--- config.mk ---
export PLATFORM = sky130hd
export DESIGN_NAME = quic_varint_codec_unit
export DESIGN_NICKNAME = d
export VERILOG_FILES = /design/src/qvc_pkg.sv /design/src/qvc_front.sv /design/src/qvc_fifo.sv /design/src/qvc_back.sv /design/src/quic_varint_codec_unit.sv
export VERILOG_INCLUDE_DIRS = /design/src /design/src/src
export SDC_FILE = /design/constraint.sdc
export NUM_CORES = 1
export LEC_CHECK = 0
export BUFFER_PORTS_ARGS = -buffer_cell sky130_fd_sc_hd__buf_2
export CORE_AREA = 2 2 197 199
export CTS_BUF_LIST = sky130_fd_sc_hd__clkbuf_8
export DETAILED_ROUTE_END_ITERATION = 10
export DIE_AREA = 0 0 199 201
export PLACE_DENSITY = 0.66
export SYNTH_ARGS = -nofsm -noshare
export SYNTH_HDL_FRONTEND = slang
export SYNTH_SLANG_ARGS = --single-unit
--- constraint.sdc ---
create_clock -name clk_i -period 7.08 [get_ports clk_i]
set_input_delay 0 -clock clk_i [delete_from_list [all_inputs] [get_ports clk_i]]
set_output_delay 0 -clock clk_i [all_outputs]
set_load 0.02 [all_outputs]
--- src/quic_varint_codec_unit_assert.svh ---
// assertion macros for the quic varint codec
`ifndef QUIC_VARINT_CODEC_UNIT_ASSERT_SVH
`define QUIC_VARINT_CODEC_UNIT_ASSERT_SVH

`ifndef ASSERT_OFF
`define QVC_ASSERT(name, prop, msg) \
  name: assert property (@(posedge clk_i) disable iff (!rst_ni) (prop)) else $error(msg);
`define QVC_ASSERT_NEXT(name, pre, post, msg) \
  name: assert property (@(posedge clk_i) disable iff (!rst_ni) (pre) |=> (post)) \
    else $error(msg);
`else
`define QVC_ASSERT(name, prop, msg)
`define QVC_ASSERT_NEXT(name, pre, post, msg)
`endif

`endif

--- src/qvc_pkg.sv ---
// shared types, constants and helpers of the quic varint codec
`default_nettype none

package qvc_pkg;

  localparam int unsigned QVC_QUEUE_DEPTH = 2;
  localparam int unsigned IN_TDATA_W      = 72;
  localparam int unsigned OUT_TDATA_W     = 80;

  localparam logic FUNC_ENCODE = 1'b0;
  localparam logic FUNC_DECODE = 1'b1;

  typedef enum logic [1:0] {
    KIND_BYTE  = 2'd0,
    KIND_VALUE = 2'd1,
    KIND_ERROR = 2'd2
  } kind_e;

  typedef struct packed {
    kind_e       kind;
    logic [3:0]  len;
    logic [63:0] word;
  } job_t;

  function automatic logic [3:0] code_to_bytes(input logic [1:0] code);
    logic [3:0] n;
    unique case (code)
      2'd0: n = 4'd1;
      2'd1: n = 4'd2;
      2'd2: n = 4'd4;
      default: n = 4'd8;
    endcase
    return n;
  endfunction

endpackage

`default_nettype wire

--- src/qvc_front.sv ---
// front end: accepts requests, runs the byte decoder and builds jobs
`default_nettype none

module qvc_front
  import qvc_pkg::*;
(
  input  wire logic        clk_i,
  input  wire logic        rst_ni,
  input  wire logic        s_valid_i,
  output logic             s_ready_o,
  input  wire logic        func_i,
  input  wire logic [63:0] value_i,
  input  wire logic [7:0]  byte_i,
  input  wire logic        end_i,
  input  wire logic        full_i,
  output logic             push_o,
  output job_t             job_o
);

  logic        dec_active_q, dec_active_d;
  logic [2:0]  dec_rem_q, dec_rem_d;
  logic [1:0]  dec_len_q, dec_len_d;
  logic [61:0] dec_acc_q, dec_acc_d;

  logic        accept;
  logic [1:0]  len_c;
  logic [2:0]  rem_c;
  logic [61:0] acc_c;
  logic [1:0]  enc_code;

  assign s_ready_o = !full_i;
  assign accept    = s_valid_i && !full_i;

  // encode length code
  always_comb begin
    priority if (value_i[61:6] == '0) begin
      enc_code = 2'd0;
    end else if (value_i[61:14] == '0) begin
      enc_code = 2'd1;
    end else if (value_i[61:30] == '0) begin
      enc_code = 2'd2;
    end else begin
      enc_code = 2'd3;
    end
  end

  always_comb begin
    if (!dec_active_q) begin
      len_c = byte_i[7:6];
      acc_c = {56'd0, byte_i[5:0]};
      rem_c = 3'(code_to_bytes(byte_i[7:6]) - 4'd1);
    end else begin
      len_c = dec_len_q;
      acc_c = {dec_acc_q[53:0], byte_i};
      rem_c = dec_rem_q - 3'd1;
    end
  end

  always_comb begin
    dec_active_d = dec_active_q;
    dec_rem_d    = dec_rem_q;
    dec_len_d    = dec_len_q;
    dec_acc_d    = dec_acc_q;
    push_o       = 1'b0;
    job_o.kind   = KIND_ERROR;
    job_o.len    = 4'd0;
    job_o.word   = 64'd0;
    if (accept) begin
      if (func_i == FUNC_ENCODE) begin
        push_o = 1'b1;
        if (value_i[63:62] != 2'b00) begin
          job_o.kind = KIND_ERROR;
        end else begin
          job_o.kind = KIND_BYTE;
          job_o.len  = code_to_bytes(enc_code);
          unique case (enc_code)
            2'd0: job_o.word = {2'b00, value_i[5:0], 56'd0};
            2'd1: job_o.word = {2'b01, value_i[13:0], 48'd0};
            2'd2: job_o.word = {2'b10, value_i[29:0], 32'd0};
            default: job_o.word = {2'b11, value_i[61:0]};
          endcase
        end
      end else begin
        if (rem_c == 3'd0) begin
          push_o       = 1'b1;
          job_o.kind   = KIND_VALUE;
          job_o.len    = code_to_bytes(len_c);
          job_o.word   = {2'b00, acc_c};
          dec_active_d = 1'b0;
          dec_rem_d    = 3'd0;
          dec_len_d    = 2'd0;
        end else if (end_i) begin
          push_o       = 1'b1;
          job_o.kind   = KIND_ERROR;
          dec_active_d = 1'b0;
          dec_rem_d    = 3'd0;
          dec_len_d    = 2'd0;
        end else begin
          dec_active_d = 1'b1;
          dec_rem_d    = rem_c;
          dec_len_d    = len_c;
          dec_acc_d    = acc_c;
        end
      end
    end
  end

  always_ff @(posedge clk_i or negedge rst_ni) begin
    if (!rst_ni) begin
      dec_active_q <= 1'b0;
      dec_rem_q    <= 3'd0;
      dec_len_q    <= 2'd0;
    end else begin
      dec_active_q <= dec_active_d;
      dec_rem_q    <= dec_rem_d;
      dec_len_q    <= dec_len_d;
    end
  end

  always_ff @(posedge clk_i) begin
    dec_acc_q <= dec_acc_d;
  end

endmodule

`default_nettype wire

--- src/qvc_fifo.sv ---
// job queue between front and back end
`default_nettype none

`include "quic_varint_codec_unit_assert.svh"

module qvc_fifo
  import qvc_pkg::*;
#(
  parameter int unsigned Depth = QVC_QUEUE_DEPTH
) (
  input  wire logic clk_i,
  input  wire logic rst_ni,
  input  wire logic push_i,
  input  job_t      push_data_i,
  input  wire logic pop_i,
  output logic      full_o,
  output logic      valid_o,
  output job_t      head_o
);

  localparam int unsigned PtrW = (Depth > 1) ? $clog2(Depth) : 1;
  localparam int unsigned CntW = $clog2(Depth + 1);

  job_t            mem_q [Depth];
  logic [PtrW-1:0] wr_ptr_q, wr_ptr_d;
  logic [PtrW-1:0] rd_ptr_q, rd_ptr_d;
  logic [CntW-1:0] cnt_q, cnt_d;
  logic            do_pop;

  assign full_o  = (cnt_q == CntW'(Depth));
  assign valid_o = (cnt_q != '0);
  assign head_o  = mem_q[rd_ptr_q];
  assign do_pop  = pop_i && valid_o;

  always_comb begin
    wr_ptr_d = wr_ptr_q;
    rd_ptr_d = rd_ptr_q;
    cnt_d    = cnt_q;
    if (push_i) begin
      wr_ptr_d = (wr_ptr_q == PtrW'(Depth - 1)) ? '0 : wr_ptr_q + PtrW'(1);
    end
    if (do_pop) begin
      rd_ptr_d = (rd_ptr_q == PtrW'(Depth - 1)) ? '0 : rd_ptr_q + PtrW'(1);
    end
    if (push_i && !do_pop) begin
      cnt_d = cnt_q + CntW'(1);
    end else if (!push_i && do_pop) begin
      cnt_d = cnt_q - CntW'(1);
    end
  end

  always_ff @(posedge clk_i or negedge rst_ni) begin
    if (!rst_ni) begin
      wr_ptr_q <= '0;
      rd_ptr_q <= '0;
      cnt_q    <= '0;
    end else begin
      wr_ptr_q <= wr_ptr_d;
      rd_ptr_q <= rd_ptr_d;
      cnt_q    <= cnt_d;
    end
  end

  always_ff @(posedge clk_i) begin
    if (push_i) begin
      mem_q[wr_ptr_q] <= push_data_i;
    end
  end

  `QVC_ASSERT(a_no_overflow, push_i |-> !full_o, "push into full job queue")

endmodule

`default_nettype wire

--- src/qvc_back.sv ---
// back end: serializes jobs into results and holds the output register
`default_nettype none

`include "quic_varint_codec_unit_assert.svh"

module qvc_back
  import qvc_pkg::*;
(
  input  wire logic        clk_i,
  input  wire logic        rst_ni,
  input  wire logic        job_valid_i,
  input  job_t             job_i,
  output logic             pop_o,
  output logic             m_valid_o,
  input  wire logic        m_ready_i,
  output kind_e            kind_o,
  output logic [7:0]       byte_o,
  output logic [61:0]      value_o,
  output logic [3:0]       len_o,
  output logic             last_o
);

  logic        act_q, act_d;
  kind_e       kind_q, kind_d;
  logic [3:0]  len_q, len_d;
  logic [3:0]  rem_q, rem_d;
  logic [63:0] word_q, word_d;

  logic        m_valid_q, m_valid_d;
  kind_e       o_kind_q, o_kind_d;
  logic [7:0]  o_byte_q, o_byte_d;
  logic [61:0] o_value_q, o_value_d;
  logic [3:0]  o_len_q, o_len_d;
  logic        o_last_q, o_last_d;

  logic out_free, emit, fin;

  assign out_free = !m_valid_q || m_ready_i;
  assign emit     = act_q && out_free;
  assign fin      = emit && (rem_q == 4'd1);
  assign pop_o    = job_valid_i && (!act_q || fin);

  always_comb begin
    act_d  = act_q;
    kind_d = kind_q;
    len_d  = len_q;
    rem_d  = rem_q;
    word_d = word_q;
    if (emit) begin
      rem_d  = rem_q - 4'd1;
      word_d = {word_q[55:0], 8'd0};
      if (fin) begin
        act_d = 1'b0;
      end
    end
    if (pop_o) begin
      act_d  = 1'b1;
      kind_d = job_i.kind;
      len_d  = job_i.len;
      rem_d  = (job_i.kind == KIND_BYTE) ? job_i.len : 4'd1;
      word_d = job_i.word;
    end
  end

  always_comb begin
    m_valid_d = m_valid_q;
    o_kind_d  = o_kind_q;
    o_byte_d  = o_byte_q;
    o_value_d = o_value_q;
    o_len_d   = o_len_q;
    o_last_d  = o_last_q;
    if (emit) begin
      m_valid_d = 1'b1;
      o_kind_d  = kind_q;
      o_last_d  = (rem_q == 4'd1);
      unique case (kind_q)
        KIND_BYTE: begin
          o_byte_d  = word_q[63:56];
          o_value_d = 62'd0;
          o_len_d   = len_q;
        end
        KIND_VALUE: begin
          o_byte_d  = 8'd0;
          o_value_d = word_q[61:0];
          o_len_d   = len_q;
        end
        default: begin
          o_byte_d  = 8'd0;
          o_value_d = 62'd0;
          o_len_d   = 4'd0;
        end
      endcase
    end else if (m_ready_i) begin
      m_valid_d = 1'b0;
    end
  end

  always_ff @(posedge clk_i or negedge rst_ni) begin
    if (!rst_ni) begin
      act_q     <= 1'b0;
      rem_q     <= 4'd0;
      m_valid_q <= 1'b0;
    end else begin
      act_q     <= act_d;
      rem_q     <= rem_d;
      m_valid_q <= m_valid_d;
    end
  end

  always_ff @(posedge clk_i) begin
    kind_q    <= kind_d;
    len_q     <= len_d;
    word_q    <= word_d;
    o_kind_q  <= o_kind_d;
    o_byte_q  <= o_byte_d;
    o_value_q <= o_value_d;
    o_len_q   <= o_len_d;
    o_last_q  <= o_last_d;
  end

  assign m_valid_o = m_valid_q;
  assign kind_o    = o_kind_q;
  assign byte_o    = o_byte_q;
  assign value_o   = o_value_q;
  assign len_o     = o_len_q;
  assign last_o    = o_last_q;

  `QVC_ASSERT(a_idle_takes_job, (job_valid_i && !act_q) |-> pop_o,
              "back end idle while a job waits")
  `QVC_ASSERT(a_rem_nonzero, act_q |-> (rem_q != 4'd0),
              "active job with no bytes left")
  `QVC_ASSERT_NEXT(a_finish_marks_last, fin, (m_valid_q && o_last_q),
                   "final result of a job not marked last")

endmodule

`default_nettype wire

--- src/quic_varint_codec_unit.sv ---
// top level of the quic variable-length integer codec
//
//  channel   dir  tdata bits (low first)                       tuser  tlast
//  s_axis    in   value_in[63:0] byte_in[71:64]                func   buffer_end
//  m_axis    out  byte_out[7:0] value_out[69:8] length[73:70]  kind   last
//
// decode: one byte request per cycle unless the queue is full, at most one result per byte
// encode: 1, 2, 4 or 8 bytes per valid request, one output byte per cycle unless stalled
// the job queue lets requests enter while the back end still serializes
// reset clears decoder state, queue and output register; no clearing pass
// a stalled output holds its result; the front stalls only when the queue is full
`default_nettype none

module quic_varint_codec_unit
  import qvc_pkg::*;
#(
  parameter int unsigned QueueDepth = QVC_QUEUE_DEPTH
) (
  input  wire logic                   clk_i,
  input  wire logic                   rst_ni,
  input  wire logic                   s_axis_tvalid,
  output logic                        s_axis_tready,
  input  wire logic [IN_TDATA_W-1:0]  s_axis_tdata,  // value_in, byte_in
  input  wire logic                   s_axis_tuser,  // func
  input  wire logic                   s_axis_tlast,
  output logic                        m_axis_tvalid,
  input  wire logic                   m_axis_tready,
  output logic [OUT_TDATA_W-1:0]      m_axis_tdata,  // byte_out, value_out, encoded_length
  output logic [1:0]                  m_axis_tuser,  // kind
  output logic                        m_axis_tlast
);

  logic        full, push, job_valid, pop;
  job_t        push_job, head_job;
  kind_e       kind;
  logic [7:0]  byte_out;
  logic [61:0] value_out;
  logic [3:0]  len_out;

  qvc_front u_front (
    .clk_i     (clk_i),
    .rst_ni    (rst_ni),
    .s_valid_i (s_axis_tvalid),
    .s_ready_o (s_axis_tready),
    .func_i    (s_axis_tuser),
    .value_i   (s_axis_tdata[63:0]),
    .byte_i    (s_axis_tdata[71:64]),
    .end_i     (s_axis_tlast),
    .full_i    (full),
    .push_o    (push),
    .job_o     (push_job)
  );

  qvc_fifo #(
    .Depth (QueueDepth)
  ) u_fifo (
    .clk_i       (clk_i),
    .rst_ni      (rst_ni),
    .push_i      (push),
    .push_data_i (push_job),
    .pop_i       (pop),
    .full_o      (full),
    .valid_o     (job_valid),
    .head_o      (head_job)
  );

  qvc_back u_back (
    .clk_i       (clk_i),
    .rst_ni      (rst_ni),
    .job_valid_i (job_valid),
    .job_i       (head_job),
    .pop_o       (pop),
    .m_valid_o   (m_axis_tvalid),
    .m_ready_i   (m_axis_tready),
    .kind_o      (kind),
    .byte_o      (byte_out),
    .value_o     (value_out),
    .len_o       (len_out),
    .last_o      (m_axis_tlast)
  );

  assign m_axis_tuser = kind;
  assign m_axis_tdata = {6'd0, len_out, value_out, byte_out};

endmodule

`default_nettype wire
==> impl_metrics.tcl <==
set metrics [dict create \
    avgViaCountPerCell 5.248 \
    fin_crit_ps 4083 \
    worstHoldStart "s_axis_tdata[60]" \
    cts_inserted_buffers 58 \
    seq_area_frac_synth 0.7107 \
    synth_compound_area_frac 0.08708 \
    drv_slew 0 \
    synth_edf_count 341 \
    crit_family "simple AND/OR/NAND/NOR gates" \
    routed_wl_mm 38.97 \
    setup_tns_ps 0 \
    dr.pass1.iters 5 \
    slew_headroom 0.1695 \
    gp_congestion 0.9588 \
    chipHeight_um 201 \
    ir_drop_uv 180.8 \
    routedWlPerCell_um 20.49 \
    synth.mux.area_fraction 0.04864 \
    synth_xor_area_frac 0.005265 \
    pin_count 163 \
    critPathBufInv 2 \
    p_per_area_mw_per_mm2 364.4 \
    path_cells "buf_4 -> nand2b_1 -> nor2_1 -> a21oi_1 -> ha_1 -> a21o_1 -> nand3_1 -> a31oi_1 -> nor2b_4 -> buf_4" \
    postSynthCellCount 1100 \
    path_class "reg2reg" \
    htreeDepth 2 \
    drive_gt1_frac 0.1908 \
    reg2reg_slack_ps 3000 \
    dp_slack_ps 3043 \
    ant_nets 0 \
    finalPower_mw 6.581 \
    synthAdderAreaFrac 0.004179 \
    gr-total-overflow 0 \
    crit_slowest_cell "nor2b_4" \
    yosysWarnings 0 \
    rows 72 \
    start_util 0.3929 \
    ys_ff_latch 357 \
    synthDistinctLibCells 51 \
    rsz0062_at_grt "no" \
    grt_max_degree 75 \
    grt_pass1_wl_mm 58.18 \
    drcViolationCount 0 \
    reg2reg_to "u_fifo.mem_q[0][37]" \
    grt_pass1_vias 9679 \
    reg2reg_depth 10 \
    cts_tree "yes" \
    post-cts-setup-buffers 0 \
    drv_cap 0 \
    fin_ws_ps 2997 \
    grt_antenna_before_repair 0 \
    hold_depth 3 \
    portBuffers 156 \
    timing.final.crit_share 0.5767 \
    vias 9981 \
    arrival_ps 4350 \
    hp-class "in2reg" \
    mostFrequentLayoutCells "edfxtp_1 (341), a21oi_1 (173), buf_2 (156)" \
    syn_avg_cell_area_um2 13.61 \
    max_freq_ghz 0.2449 \
    clockBufferDepth 3 \
    status "finished, final reports clean" \
    worst-path-max-fanout 60 \
    die_w_um 199 \
    crit_path_max_incr_delay_ps 810 \
    synthSimpleGateAreaFrac 0.1195 \
    nNetsFinal 1425 \
    finClkSkew_ps 23.22 \
    start_kind "register" \
    final_common_cell "edfxtp_1" \
    finalHoldWorstSlack_ps 87.75 \
    synthArstFlopShare 0.04482 \
    coreArea_mm2 0.03811 \
    ys.flop_type "edfxtp_1" \
    root_buffer "clkbuf_8" \
    worst_ep_required_time_ps 7350 \
    post_cts_resize_count 0 \
    cp_common_cell "buf_4" \
    drtIter0Drc 936 \
    critical_path.endpoint_type "register" \
    hold_viol 0 \
    clock_latency_ps 640 \
    area_delta_synth_final_pct 20.62 \
    worstMarginPinSlew_ps 1236 \
    cts_sinks 357 \
    utilization 0.4739 \
    hold_path_end "u_fifo.mem_q[1][60]" \
    p_leak_nw 6.829 \
    clkTransAtPathRegs_ps 60 \
    synth_top_family_by_area "simple AND/OR/NAND/NOR gates" \
    antenna_cells 0 \
    dp.final_hpwl_mm 25.85 \
    setup_viol 0 \
    dieArea_mm2 0.04000 \
    r2r-start "u_front.dec_active_q" \
    synth_area_mm2 0.01497 \
    grt_util_all_layers 0.1953 \
]
tightest hold or removal path: cells and delay by family:
| family | cells | cell delay [ps] |
|---|---|---|
| buffers and inverters | 1 | 110 |
| AND/OR/NAND/NOR | 1 | 110 |
| AO/OA/AOI/OAI | 1 | 300 |
final cells by class:
cell class | count | area (um^2)
tap | 518 | 648.1
timing repair buffer | 249 | 1674
clock buffer | 59 | 812.0
multi-input combinational | 664 | 4013
fill | 3383 | 20050
sequential | 357 | 10640
inverter | 12 | 47.55
clock inverter | 43 | 221.5
where the power goes:
| part | internal [mW] | switching (mW) |
|---|---|---|
| Clock | 0.811 | 0.807 |
| Combinational | 0.584 | 1.08 |
| Sequential | 3.06 | 0.241 |
| Total | 4.46 | 2.12 |
logic make-up after synthesis:
logic type | count (synthesis)
adder cells (fa/ha/maj) | 5
other | 1
flip-flops | 357
buffers and inverters | 84
AND/OR/NAND/NOR | 342
XOR/XNOR | 9
multiplexers | 72
AO/OA/AOI/OAI | 230
synth_stat cells, drive strengths merged (4+ instances only):
cell type  instances  area share
nor2             136       0.034
nor4              15      0.0085
mux2               6      0.0045
inv               11      0.0028
mux2i             66       0.044
xor2               5      0.0029
xnor2              4      0.0023
buf               41       0.014
nand2             28      0.0070
a211o              7      0.0041
a221oi            16      0.0094
nand3             12      0.0040
ha                 5      0.0042
o21ai             10      0.0033
and3               4      0.0017
o311ai             4      0.0023
edfxtp           341        0.68
clkbuf            31      0.0078
a21oi            173       0.058
o31ai              6      0.0030
nor2b              8      0.0033
dfrtp             16       0.027
a21o               4      0.0020
and2             119       0.050
flip-flops by register name, indices dropped and copies added, names as in the netlist, 2 cells and up:
name               cells
u_front.dec_len_q      2
u_back.kind_q          2
u_back.byte_o          8
u_back.kind_o          2
u_fifo.mem_q         140
u_back.len_q           4
u_back.word_q         64
u_back.len_o           4
u_back.value_o        62
u_front.dec_rem_q      3
u_front.dec_acc_q     54
u_fifo.cnt_q           2
u_back.rem_q           4
how the worst max path moves through the flow:
stage               cells past startpoint  slack, ps                 start             endpoint
detailed placement                     10       3040  u_front.dec_active_q  u_fifo.mem_q[0][37]
global route                            9       2720  u_front.dec_active_q  u_fifo.mem_q[0][37]
CTS                                    10       3000  u_front.dec_active_q  u_fifo.mem_q[0][36]
global placement                       10       3170  u_front.dec_active_q  u_fifo.mem_q[0][36]
floorplan                               9       1530  u_front.dec_active_q   u_fifo.mem_q[0][0]
finish                                 10       3000  u_front.dec_active_q  u_fifo.mem_q[0][37]
through the flow:
stage	area [um^2]	instances
after detailed placement	16250	1722
after floorplan	14990	1105
after CTS	18060	1902
after global routing	18060	1902
after global placement	16250	1722
final	18060	1902
repair_timing:
item | in CTS | in global routing
setup endpoints to repair | 0 | 0
hold endpoints to repair | 166 | 0
hold buffers | 78 | 0
layer usage:
| metal | vias to the layer above | wire length (um) | track usage | part of all wire |
|---|---|---|---|---|
| met2 | 504 | 16880 | 0.2826 | 0.43 |
| met3 | 94 | 3274 | 0.04200 | 0.084 |
| met5 | - | 0 | 0 | 0 |
| li1 | 4542 | - | - | - |
| met1 | 4841 | 17460 | 0.2823 | 0.45 |
| met4 | 0 | 1363 | 0.08742 | 0.035 |
No activity file was read; power rests on OpenSTA's default activity.
